[config.mk]
export PLATFORM = sky130hd
export DESIGN_NAME = llc_sap_connection_control_unit
export DESIGN_NICKNAME = d
export VERILOG_FILES = /design/src/design/lscc_pkg.sv /design/src/design/lscc_front.sv /design/src/design/lscc_queue.sv /design/src/design/lscc_back.sv /design/src/design/llc_sap_connection_control_unit.sv
export SDC_FILE = /design/constraint.sdc
export NUM_CORES = 1
export LEC_CHECK = 0
export ABC_AREA = 1
export BUFFER_PORTS_ARGS = -buffer_cell sky130_fd_sc_hd__buf_2
export CELL_PAD_IN_SITES_DETAIL_PLACEMENT = 0
export CELL_PAD_IN_SITES_GLOBAL_PLACEMENT = 1
export CORE_AREA = 2 2 130 132
export DETAILED_ROUTE_END_ITERATION = 10
export DIE_AREA = 0 0 132 134
export PLACE_DENSITY_LB_ADDON = 0.3
export SETUP_SLACK_MARGIN = 0.05
export SLEW_MARGIN = 10
export SYNTH_ARGS = -nofsm -noshare
export SYNTH_HDL_FRONTEND = slang
export SYNTH_HIERARCHICAL = 1
export SYNTH_SLANG_ARGS = --single-unit
export TNS_END_PERCENT = 20
[constraint.sdc]
create_clock -name clk -period 2.25 [get_ports clk]
set_input_delay 0 -clock clk [delete_from_list [all_inputs] [get_ports clk]]
set_output_delay 0 -clock clk [all_outputs]
set_load 0.005 [all_outputs]
[src/design/lscc_pkg.sv]
// Shared types and constants for the LLC SAP connection control unit.
// No dependencies; every other file imports this package.
package lscc_pkg;

  localparam int unsigned SAP_W   = 8;
  localparam int unsigned STN_W   = 8;
  localparam int unsigned CTRL_W  = 3;
  localparam int unsigned OP_W    = 2;
  localparam int unsigned CFG_IDX_W  = 1;
  localparam int unsigned CFG_DATA_W = 8;
  localparam int unsigned QUEUE_DEPTH = 2;
  localparam int unsigned QPTR_W  = 1;
  localparam int unsigned QCNT_W  = 2;

  // Configuration register indexes.
  localparam logic [CFG_IDX_W-1:0] CFG_LOCAL_SAP    = 1'b0;
  localparam logic [CFG_IDX_W-1:0] CFG_VIRTUAL_MODE = 1'b1;

  typedef enum logic [OP_W-1:0] {
    OP_LISTEN = 2'd0,
    OP_CALL   = 2'd1,
    OP_HANGUP = 2'd2,
    OP_FRAME  = 2'd3
  } opcode_t;

  typedef enum logic [CTRL_W-1:0] {
    CC_UI   = 3'd0,
    CC_REQ  = 3'd1,
    CC_ACP  = 3'd2,
    CC_REJ  = 3'd3,
    CC_DISC = 3'd4
  } ctrl_t;

  typedef enum logic [1:0] {
    ST_SLEEPING   = 2'd0,
    ST_LISTENING  = 2'd1,
    ST_CONNECTING = 2'd2,
    ST_CONNECTED  = 2'd3
  } status_t;

  // Decoded request handed from the front end to the back end.
  typedef enum logic [2:0] {
    CMD_NOP     = 3'd0,
    CMD_LISTEN  = 3'd1,
    CMD_CALL    = 3'd2,
    CMD_HANGUP  = 3'd3,
    CMD_ACCEPT  = 3'd4,
    CMD_REJECT  = 3'd5,
    CMD_REQUEST = 3'd6
  } cmd_kind_t;

  typedef struct packed {
    cmd_kind_t         kind;
    logic [SAP_W-1:0]  peer_sap;
    logic [STN_W-1:0]  peer_station;
  } cmd_t;

endpackage

[src/design/lscc_front.sv]
// Front end: accepts requests and classifies them into decoded commands.
// Depends on lscc_pkg.
module lscc_front
  import lscc_pkg::*;
(
  input  logic              clk,
  input  logic              rst_n,
  input  logic              virtual_mode,
  input  logic              in_valid,
  output logic              in_ready,
  input  logic [OP_W-1:0]   in_opcode,
  input  logic [SAP_W-1:0]  in_peer_sap,
  input  logic [STN_W-1:0]  in_peer_station,
  input  logic [CTRL_W-1:0] in_control_code,
  output logic              cmd_valid,
  input  logic              cmd_ready,
  output cmd_t              cmd
);

  logic      valid_r, valid_nxt;
  cmd_t      cmd_r, cmd_nxt;
  cmd_kind_t kind;
  logic      take;

  always_comb begin
    kind = CMD_NOP;
    unique case (opcode_t'(in_opcode))
      OP_LISTEN: kind = virtual_mode ? CMD_LISTEN : CMD_NOP;
      OP_CALL:   kind = CMD_CALL;
      OP_HANGUP: kind = CMD_HANGUP;
      OP_FRAME: begin
        if (virtual_mode) begin
          unique case (in_control_code)
            CC_REQ:  kind = CMD_REQUEST;
            CC_ACP:  kind = CMD_ACCEPT;
            CC_REJ:  kind = CMD_REJECT;
            default: kind = CMD_NOP;
          endcase
        end
      end
      default: kind = CMD_NOP;
    endcase
  end

  assign in_ready = !valid_r || cmd_ready;
  assign take     = in_valid && in_ready;

  always_comb begin
    valid_nxt = valid_r;
    cmd_nxt   = cmd_r;
    if (take) begin
      valid_nxt            = 1'b1;
      cmd_nxt.kind         = kind;
      cmd_nxt.peer_sap     = in_peer_sap;
      cmd_nxt.peer_station = in_peer_station;
    end else if (cmd_ready) begin
      valid_nxt = 1'b0;
    end
  end

  always_ff @(posedge clk) begin
    if (!rst_n) begin
      valid_r <= 1'b0;
    end else begin
      valid_r <= valid_nxt;
    end
    cmd_r <= cmd_nxt;
  end

  assign cmd_valid = valid_r;
  assign cmd       = cmd_r;

endmodule

[src/design/lscc_queue.sv]
// Short command queue between the front end and the back end.
// Depends on lscc_pkg.
module lscc_queue
  import lscc_pkg::*;
(
  input  logic clk,
  input  logic rst_n,
  input  logic push_valid,
  output logic push_ready,
  input  cmd_t push_cmd,
  output logic pop_valid,
  input  logic pop_ready,
  output cmd_t pop_cmd
);

  cmd_t              mem [QUEUE_DEPTH];
  logic [QPTR_W-1:0] wr_ptr_r, wr_ptr_nxt;
  logic [QPTR_W-1:0] rd_ptr_r, rd_ptr_nxt;
  logic [QCNT_W-1:0] count_r, count_nxt;
  logic              push, pop;

  assign push_ready = (count_r != QCNT_W'(QUEUE_DEPTH));
  assign pop_valid  = (count_r != '0);
  assign push       = push_valid && push_ready;
  assign pop        = pop_valid && pop_ready;
  assign pop_cmd    = mem[rd_ptr_r];

  always_comb begin
    wr_ptr_nxt = push ? wr_ptr_r + 1'b1 : wr_ptr_r;
    rd_ptr_nxt = pop  ? rd_ptr_r + 1'b1 : rd_ptr_r;
    count_nxt  = count_r;
    if (push && !pop) begin
      count_nxt = count_r + 1'b1;
    end else if (pop && !push) begin
      count_nxt = count_r - 1'b1;
    end
  end

  always_ff @(posedge clk) begin
    if (!rst_n) begin
      wr_ptr_r <= '0;
      rd_ptr_r <= '0;
      count_r  <= '0;
    end else begin
      wr_ptr_r <= wr_ptr_nxt;
      rd_ptr_r <= rd_ptr_nxt;
      count_r  <= count_nxt;
    end
  end

  always_ff @(posedge clk) begin
    if (push) begin
      mem[wr_ptr_r] <= push_cmd;
    end
  end

endmodule

[src/design/lscc_back.sv]
// Back end: connection state, command execution and the result register.
// Depends on lscc_pkg.
module lscc_back
  import lscc_pkg::*;
(
  input  logic              clk,
  input  logic              rst_n,
  input  logic [SAP_W-1:0]  local_sap,
  input  logic              cmd_valid,
  output logic              cmd_ready,
  input  cmd_t              cmd,
  output logic              out_valid,
  input  logic              out_ready,
  output logic              out_send_valid,
  output logic [STN_W-1:0]  out_send_station,
  output logic [SAP_W-1:0]  out_send_dst_sap,
  output logic [SAP_W-1:0]  out_send_src_sap,
  output logic [CTRL_W-1:0] out_send_control,
  output logic [1:0]        out_link_status
);

  status_t          cur_r, cur_nxt;
  status_t          prev_r, prev_nxt;
  logic [SAP_W-1:0] conn_sap_r, conn_sap_nxt;
  logic [STN_W-1:0] conn_stn_r, conn_stn_nxt;

  logic              ovalid_r, ovalid_nxt;
  logic              send_r, send_nxt;
  logic [STN_W-1:0]  stn_r, stn_nxt;
  logic [SAP_W-1:0]  dsap_r, dsap_nxt;
  logic [SAP_W-1:0]  ssap_r, ssap_nxt;
  ctrl_t             ctrl_r, ctrl_nxt;
  status_t           stat_r, stat_nxt;

  logic    exec;
  logic    emit;
  ctrl_t   emit_ctrl;
  logic [STN_W-1:0] emit_stn;
  logic [SAP_W-1:0] emit_sap;

  assign cmd_ready = !ovalid_r || out_ready;
  assign exec      = cmd_valid && cmd_ready;

  always_comb begin
    cur_nxt      = cur_r;
    prev_nxt     = prev_r;
    conn_sap_nxt = conn_sap_r;
    conn_stn_nxt = conn_stn_r;
    emit         = 1'b0;
    emit_ctrl    = CC_UI;
    emit_stn     = cmd.peer_station;
    emit_sap     = cmd.peer_sap;

    unique case (cmd.kind)
      CMD_LISTEN: begin
        if (cur_r == ST_SLEEPING) begin
          prev_nxt = cur_r;
          cur_nxt  = ST_LISTENING;
        end
      end
      CMD_CALL: begin
        emit         = 1'b1;
        emit_ctrl    = CC_REQ;
        conn_sap_nxt = cmd.peer_sap;
        conn_stn_nxt = cmd.peer_station;
        prev_nxt     = cur_r;
        cur_nxt      = ST_CONNECTING;
      end
      CMD_HANGUP: begin
        if (cur_r == ST_CONNECTED) begin
          emit      = 1'b1;
          emit_ctrl = CC_DISC;
          emit_stn  = conn_stn_r;
          emit_sap  = conn_sap_r;
          cur_nxt   = prev_r;
        end
      end
      CMD_ACCEPT: begin
        prev_nxt = cur_r;
        cur_nxt  = ST_CONNECTED;
      end
      CMD_REJECT: begin
        cur_nxt = prev_r;
      end
      CMD_REQUEST: begin
        if (cur_r == ST_LISTENING) begin
          prev_nxt     = ST_LISTENING;
          cur_nxt      = ST_CONNECTED;
          conn_sap_nxt = cmd.peer_sap;
          conn_stn_nxt = cmd.peer_station;
          emit         = 1'b1;
          emit_ctrl    = CC_ACP;
        end else if (cur_r == ST_CONNECTED) begin
          // A repeated request from the current peer is acknowledged again.
          emit      = 1'b1;
          emit_ctrl = (conn_stn_r == cmd.peer_station && conn_sap_r == cmd.peer_sap)
                      ? CC_ACP : CC_REJ;
        end
      end
      default: begin
      end
    endcase
  end

  always_comb begin
    ovalid_nxt = ovalid_r;
    send_nxt   = send_r;
    stn_nxt    = stn_r;
    dsap_nxt   = dsap_r;
    ssap_nxt   = ssap_r;
    ctrl_nxt   = ctrl_r;
    stat_nxt   = stat_r;
    if (exec) begin
      ovalid_nxt = 1'b1;
      send_nxt   = emit;
      stn_nxt    = emit ? emit_stn : '0;
      dsap_nxt   = emit ? emit_sap : '0;
      ssap_nxt   = emit ? local_sap : '0;
      ctrl_nxt   = emit ? emit_ctrl : CC_UI;
      stat_nxt   = cur_nxt;
    end else if (out_ready) begin
      ovalid_nxt = 1'b0;
    end
  end

  always_ff @(posedge clk) begin
    if (!rst_n) begin
      cur_r      <= ST_SLEEPING;
      prev_r     <= ST_SLEEPING;
      conn_sap_r <= '0;
      conn_stn_r <= '0;
      ovalid_r   <= 1'b0;
    end else begin
      ovalid_r <= ovalid_nxt;
      if (exec) begin
        cur_r      <= cur_nxt;
        prev_r     <= prev_nxt;
        conn_sap_r <= conn_sap_nxt;
        conn_stn_r <= conn_stn_nxt;
      end
    end
    send_r <= send_nxt;
    stn_r  <= stn_nxt;
    dsap_r <= dsap_nxt;
    ssap_r <= ssap_nxt;
    ctrl_r <= ctrl_nxt;
    stat_r <= stat_nxt;
  end

  assign out_valid        = ovalid_r;
  assign out_send_valid   = send_r;
  assign out_send_station = stn_r;
  assign out_send_dst_sap = dsap_r;
  assign out_send_src_sap = ssap_r;
  assign out_send_control = ctrl_r;
  assign out_link_status  = stat_r;

endmodule

[src/design/llc_sap_connection_control_unit.sv]
// Connection control of one link-layer service access point.
// Use: events (listen, call, hangup, received control frame) enter on the
// in_ request channel; each yields exactly one result on the out_ channel
// with the new link status and an optional control frame to send.
// Both channels use valid/ready; an item moves when both are high.
// The accepted event passes the front decode register, then the command queue
// and then the result register, which drives the out_ channel.
// Throughput: one event per cycle while the receiver does not stall, set by the
// state update in the back end; the front end keeps accepting while a result waits.
// When the receiver stalls, the result register holds, the queue fills and
// then in_ready drops; nothing is lost or repeated.
// Configuration (local_sap, virtual_mode) is written through cfg_we with
// cfg_index and cfg_wdata, and must only change while the block is idle.
// Reset (rst_n low, synchronous) sets status sleeping, previous status
// sleeping, recorded peer zero, local_sap zero and virtual_mode one, and
// empties the pipeline.
// Depends on lscc_pkg, lscc_front, lscc_queue and lscc_back.
module llc_sap_connection_control_unit
  import lscc_pkg::*;
(
  input  logic                  clk,
  input  logic                  rst_n,
  input  logic                  cfg_we,
  input  logic [CFG_IDX_W-1:0]  cfg_index,
  input  logic [CFG_DATA_W-1:0] cfg_wdata,
  input  logic                  in_valid,
  output logic                  in_ready,
  input  logic [OP_W-1:0]       in_opcode,
  input  logic [SAP_W-1:0]      in_peer_sap,
  input  logic [STN_W-1:0]      in_peer_station,
  input  logic [CTRL_W-1:0]     in_control_code,
  output logic                  out_valid,
  input  logic                  out_ready,
  output logic                  out_send_valid,
  output logic [STN_W-1:0]      out_send_station,
  output logic [SAP_W-1:0]      out_send_dst_sap,
  output logic [SAP_W-1:0]      out_send_src_sap,
  output logic [CTRL_W-1:0]     out_send_control,
  output logic [1:0]            out_link_status
);

  logic [SAP_W-1:0] local_sap_r, local_sap_nxt;
  logic             vmode_r, vmode_nxt;

  logic fq_valid, fq_ready;
  cmd_t fq_cmd;
  logic qb_valid, qb_ready;
  cmd_t qb_cmd;

  always_comb begin
    local_sap_nxt = local_sap_r;
    vmode_nxt     = vmode_r;
    if (cfg_we) begin
      unique case (cfg_index)
        CFG_LOCAL_SAP:    local_sap_nxt = cfg_wdata[SAP_W-1:0];
        CFG_VIRTUAL_MODE: vmode_nxt     = cfg_wdata[0];
        default: begin
        end
      endcase
    end
  end

  always_ff @(posedge clk) begin
    if (!rst_n) begin
      local_sap_r <= '0;
      vmode_r     <= 1'b1;
    end else begin
      local_sap_r <= local_sap_nxt;
      vmode_r     <= vmode_nxt;
    end
  end

  lscc_front u_front (
    .clk             (clk),
    .rst_n           (rst_n),
    .virtual_mode    (vmode_r),
    .in_valid        (in_valid),
    .in_ready        (in_ready),
    .in_opcode       (in_opcode),
    .in_peer_sap     (in_peer_sap),
    .in_peer_station (in_peer_station),
    .in_control_code (in_control_code),
    .cmd_valid       (fq_valid),
    .cmd_ready       (fq_ready),
    .cmd             (fq_cmd)
  );

  lscc_queue u_queue (
    .clk        (clk),
    .rst_n      (rst_n),
    .push_valid (fq_valid),
    .push_ready (fq_ready),
    .push_cmd   (fq_cmd),
    .pop_valid  (qb_valid),
    .pop_ready  (qb_ready),
    .pop_cmd    (qb_cmd)
  );

  lscc_back u_back (
    .clk              (clk),
    .rst_n            (rst_n),
    .local_sap        (local_sap_r),
    .cmd_valid        (qb_valid),
    .cmd_ready        (qb_ready),
    .cmd              (qb_cmd),
    .out_valid        (out_valid),
    .out_ready        (out_ready),
    .out_send_valid   (out_send_valid),
    .out_send_station (out_send_station),
    .out_send_dst_sap (out_send_dst_sap),
    .out_send_src_sap (out_send_src_sap),
    .out_send_control (out_send_control),
    .out_link_status  (out_link_status)
  );

endmodule

# [Word-level counts from Yosys, hierarchy flattened]
# Memory sizes are Yosys's and may differ from the RTL's. A register that Yosys moved wholly into a read port is not among the register bits.
# Cells that the tools add are included.
[op_classes] addsub=4 n_reduce_logical=25 n_eq_ne=19 bitwise=1 mux=37
[op_table] operator="$mux W8" n=6
[op_table] operator="$pmux W8 S2" n=2
[op_table] operator="$pmux W3 S3" n=2
[op_table] operator="$eq A8 B8 Y1" n=2
[op_table] operator="$mux W2" n=7
[op_table] operator="$eq A3 B2 Y1 const B" n=4
[op_table] operator="$mux W1" n=12
[op_table] operator="$mux W3" n=4
[op_table] operator="$pmux W2 S6" n=1
[op_table] operator="$pmux W3 S4" n=1
[op_table] operator="$reduce_bool A2 Y1" n=5
[op_table] operator="$eq A3 B3 Y1 const B" n=3
[op_table] operator="$eq A2 B2 Y1 const B" n=3
[op_table] operator="$eq A3 B1 Y1 const B" n=2
[op_table] operator="$logic_and A1 B1 Y1" n=6
[op_table] operator="$pmux W2 S3" n=1
[op_table] operator="$eq A2 B1 Y1 const B" n=2
[op_table] operator="$logic_not A1 Y1" n=4
[op_table] operator="$logic_not A2 Y1" n=2
[op_table] operator="$ne A2 B1 Y1 const B" n=2
[op_table] operator="$reduce_and A2 Y1" n=2
[op_table] operator="$reduce_and A4 Y1" n=1
[op_table] operator="$pmux W1 S3" n=1
[op_table] operator="$reduce_and A3 Y1" n=1
[op_table] operator="8 further kinds" n=10
[word_totals] register_bits=84 inputBits=35 ram_bits=38 wordCells=107 memories=1 out_inout_bits=32
[memory_table] memory="u_queue.mem" depth=2 word_bits=19 read_ports=1 rd_clocked_by_memory_dff=1 write_ports=1 line="lscc_queue.sv:16" text="cmd_t mem [QUEUE_DEPTH];"

# [Longest topological paths before layout]
[depth] ltp_word=6 mapped_depth=12 mapped_depth_nobuf=11

# [Modules after synthesis]
# The synthesis kept the hierarchy.
[modules_own_cells] module="lscc_back" seq_area_each_um2=1321.3 n_inst=1 cells_each=296 area_per_inst_um2=2558.7
[modules_own_cells] module="lscc_queue" seq_area_each_um2=1241.2 n_inst=1 cells_each=96 area_per_inst_um2=1664.1
[modules_own_cells] module="lscc_front" seq_area_each_um2=590.6 n_inst=1 cells_each=39 area_per_inst_um2=678.2
[modules_own_cells] module="llc_sap_connection_control_unit" seq_area_each_um2=180.2 n_inst=1 cells_each=58 area_per_inst_um2=415.4

# [Worst setup path before layout]
# No wires, ideal clock.
[synth_timing] kind="flip-flop to flip-flop" start="register u_queue.count_r[0]" end="register u_front.cmd_r (netlist bit u_front/cmd[0]), enable pin" path_buffers=0 arrival_time_ns=1.482 t_required_ns=1.849 synth_period_minus_slack_ns=1.883 stages_incl_launch_ff=5 setup_time_ns=0.401 slack_ns=0.367 path_cell_list="dfxtp_1 > inv_1 > nand2_1 > inv_1 > a21oi_1"
[synth_via] elab_chain_len=3
[synth_rtl] item="start: declaration" line="lscc_queue.sv:19" text="logic [QCNT_W-1:0] count_r, count_nxt;"
[synth_rtl] item="start signal: assignment" line="lscc_queue.sv:47" text="count_r <= count_nxt;"
[synth_rtl] item="$ne A2 B2 Y1" line="lscc_queue.sv:22" text="assign push_ready = (count_r != QCNT_W'(QUEUE_DEPTH));"
[synth_rtl] item="via fq_ready" line="llc_sap_connection_control_unit.sv:45" text="logic fq_valid, fq_ready;"
[synth_rtl] item="$logic_or A1 B1 Y1" line="lscc_front.sv:45" text="assign in_ready = !valid_r || cmd_ready;"
[synth_rtl] item="$logic_and A1 B1 Y1" line="lscc_front.sv:46" text="assign take = in_valid && in_ready;"
[synth_rtl] item="via u_front.take" line="lscc_front.sv:23" text="logic take;"
[synth_rtl] item="end signal: assignment" line="lscc_front.sv:67" text="cmd_r <= cmd_nxt;"
[synth_rtl] item="end: declaration" line="lscc_front.sv:21" text="cmd_t cmd_r, cmd_nxt;"
# The timed path passes the listed nets, and every way through them passes these cells.
# A chain may end at the register's enable or synchronous reset.

==> metrics.yaml <==
clock_tree:
  clockRootBuffer: "clkbuf_16"
  numCtsBuffers: 17
  htree_levels: 4
  cts_setup_buffers: 0
  ctsResizeCount: 0
  clock_latency_ns: 0.42
  clk_path_buf_depth: 2
  cts.clk_slew.worst_paths_ns: 0.05
  cts_hold_buf: 49
  cts.sinks: 123
  cts_tree: "built"
global_route:
  grt_pass1_vias: 3629
  grt_use_total: 0.1261
  grt_first_pass_wirelength_mm: 17.30
  grt_max_degree: 34
  gr-total-overflow: 0
  antenna_found_initial: 0
timing:
  setup_ws_ns: 0.2617
  skew_ns: 0.008657
  rsz0062_at_grt: "false"
  hold_ws_ns: 0.1232
  tightest_slew_ns: 0.6291
  fin_crit_ns: 1.988
  max_freq_mhz: 503.0
  setup_violations: 0
  tns_ns: 0
  hold_viol: 0
  min_period_over_period: 0.8837
  maxSlewViolCount: 0
  slew_headroom: 0.5806
setup_path:
  path_cells: "buf_4, mux2_2, xor2_1, nor2_1, nand2_1, nor2_1, nand2_1, nand2_1, nand2_1"
  critical_path.top_delay_family: "simple AND/OR/NAND/NOR gates"
  cpMaxStageDelayCell: "dfxtp_1"
  start_kind: "register"
  cp-end-kind: "register"
  required_ns: 2.42
  crit_arrival_ns: 2.16
  cpPeakStageDelay_ns: 0.42
  critPathKind: "reg2reg"
  cpMostUsedCell: "nand2_1"
  crit_fanout: 16
  path_buf_inv: 1
power_and_ir_drop:
  leakagePower_nw: 2.856
  irDropWorstVdd_uv: 640.9
  total_power_mw: 8.036
  p_per_area_nw_per_um2: 1161
logic_synthesis:
  ys_seq_area_frac: 0.6270
  ys_ff_latch: 123
  netlist_area_um2: 5316
  ys_warn_count: 6
  yosys.area.top_type: "edfxtp_1"
  syn-instance-count: 489
  synth_cell_types: 34
  synth_top_area_frac: 0.4914
  synthTopCellsByArea: "edfxtp_1 (49%), dfxtp_1 (14%), nand2_1 (5.2%)"
  synthesis.nets: 525
  syn_area_per_cell_um2: 10.87
final_layout:
  drive_gt1_frac: 0.2512
  synthToLayoutAreaGrowth_pct: 30.24
  antenna_cells: 0
  nFillCells: 1566
  final_nets: 652
die:
  initial_utilization: 0.3264
  fp-row-count: 47
  chipWidth_um: 132
  die-area_um2: 17690
  fp.coreArea_um2: 16290
  die_h_um: 134
  io_pins: 67
job:
  drv_cap: 0
routing:
  ant_nets: 0
  num_vias: 3628
  drc_errors: 0
  viasPerCell: 4.273
  wl_per_cell_um: 12.12
  drt_iter0_markers: 191
  first_pass_iters: 4
  wl_mm: 10.29
outcome:
  run_status: "finished clean"
placed_design:
  port_buffers: 66
  gp_congestion: 0.7893
  pre_cts_ws_ns: 0.2281
  hpwl_mm: 6.893
hold_path:
  min_path_type: "in2reg"
-- synth_stat cells, drive strengths merged --
cell / instances
edfxtp: 87
nand2: 77
inv: 73
nor2: 60
nand3: 41
o21ai: 37
dfxtp: 36
a21oi: 23
mux2: 19
buf: 12
xor2: 10
nand4: 6
clkbuf: 3
a21boi: 1
ha: 1
nor3b: 1
o211ai: 1
o21a: 1
-- per-layer routing --
metal / up-vias / track usage / wire (um) / share of wire
li1: 1882 / - / - / -
met1: 1654 / 0.1546 / 4900 / 0.48
met2: 76 / 0.2014 / 4717 / 0.46
met3: 16 / 0.04422 / 484 / 0.047
met4: 0 / 0.05616 / 187 / 0.018
met5: - / 0 / 0 / 0
-- layout make-up --
class | instances | area (um2) | area share
flip-flops and latches | 123 | 3333 | 0.4814
multi-input cells | 278 | 1569 | 0.2266
repair buffers | 123 | 880.8 | 0.1272
clock buffers | 17 | 425.4 | 0.06144
well taps | 220 | 275.3 | 0.03975
inverters | 73 | 274.0 | 0.03957
clock inverters | 15 | 166.4 | 0.02403
-- tightest hold or removal path, delay by kind of cell --
family	cells	cell delay (ns)
and+or+nand+nor	2	0.18
buffers and inverters	1	0.31
-- power by group --
part	switching, mW	internal, mW
Clock	1.04	1.65
Sequential	0.224	3.05
Combinational	1.21	0.856
-- path summary, 6_finish.rpt --
check | startpoint | end | slack (ns) | cells past startpoint
max reg2reg | register | u_back/out_send_control[0] | 0.26 | 9
max | register | u_back/out_send_control[0] | 0.26 | 9
min reg2reg | u_front/cmd[1] | u_queue/mem[1][1] | 0.44 | 0
min | rst_n | u_queue/count_r[1] | 0.12 | 3
-- cell families (layout without fill, tap and decap cells) --
kind of cell	Yosys count	in the layout	share of synthesized area
simple gates	185	185	0.1612
buf+inv	88	228	0.07860
mux	19	19	0.04731
compound gates	63	63	0.06708
flops	123	123	0.6270
fa+ha+maj	1	1	0.002353
xor+xnor	10	10	0.01647
-- registers in the layout, indices dropped and copies added, names as in the netlist, named ones only --
register	flops
local_sap_r	8
u_back/conn_sap_r	8
u_back/conn_stn_r	8
u_back/cur_r	2
u_back/out_link_status	2
u_back/out_send_control	3
u_back/out_send_dst_sap	8
u_back/out_send_src_sap	8
u_back/out_send_station	8
u_back/out_send_valid	1
u_back/out_valid	1
u_back/prev_r	2
u_front/cmd	19
u_front/cmd_valid	1
u_queue/count_r	2
u_queue/mem	38
u_queue/rd_ptr_r	1
u_queue/wr_ptr_r	1
vmode_r	1
-- through the flow --
| step | area [um2] | util | instances |
|---|---|---|---|
| after floorplan | 5316 | - | 489 |
| after global placement | 5842 | 0.3586 | 768 |
| after detailed placement | 5842 | 0.3586 | 768 |
| after CTS | 6924 | 0.4251 | 849 |
| after global routing | 6924 | 0.4251 | 849 |
| final | 6924 | 0.4251 | 849 |
-- cells in the final DEF (no fill, tap or decap), drive strengths merged, types with 2 or more instances in the layout --
master       count
clkinvlp         4
xor2            10
clkbuf          17
dfxtp           36
a21oi           23
buf             74
nand4            6
nand2           77
mux2            19
inv             77
nand3           41
nor2            60
dlygate4sd3     49
o21ai           37
clkinv           5
edfxtp          87
bufinv           2
(Power assumes the default switching activity.)
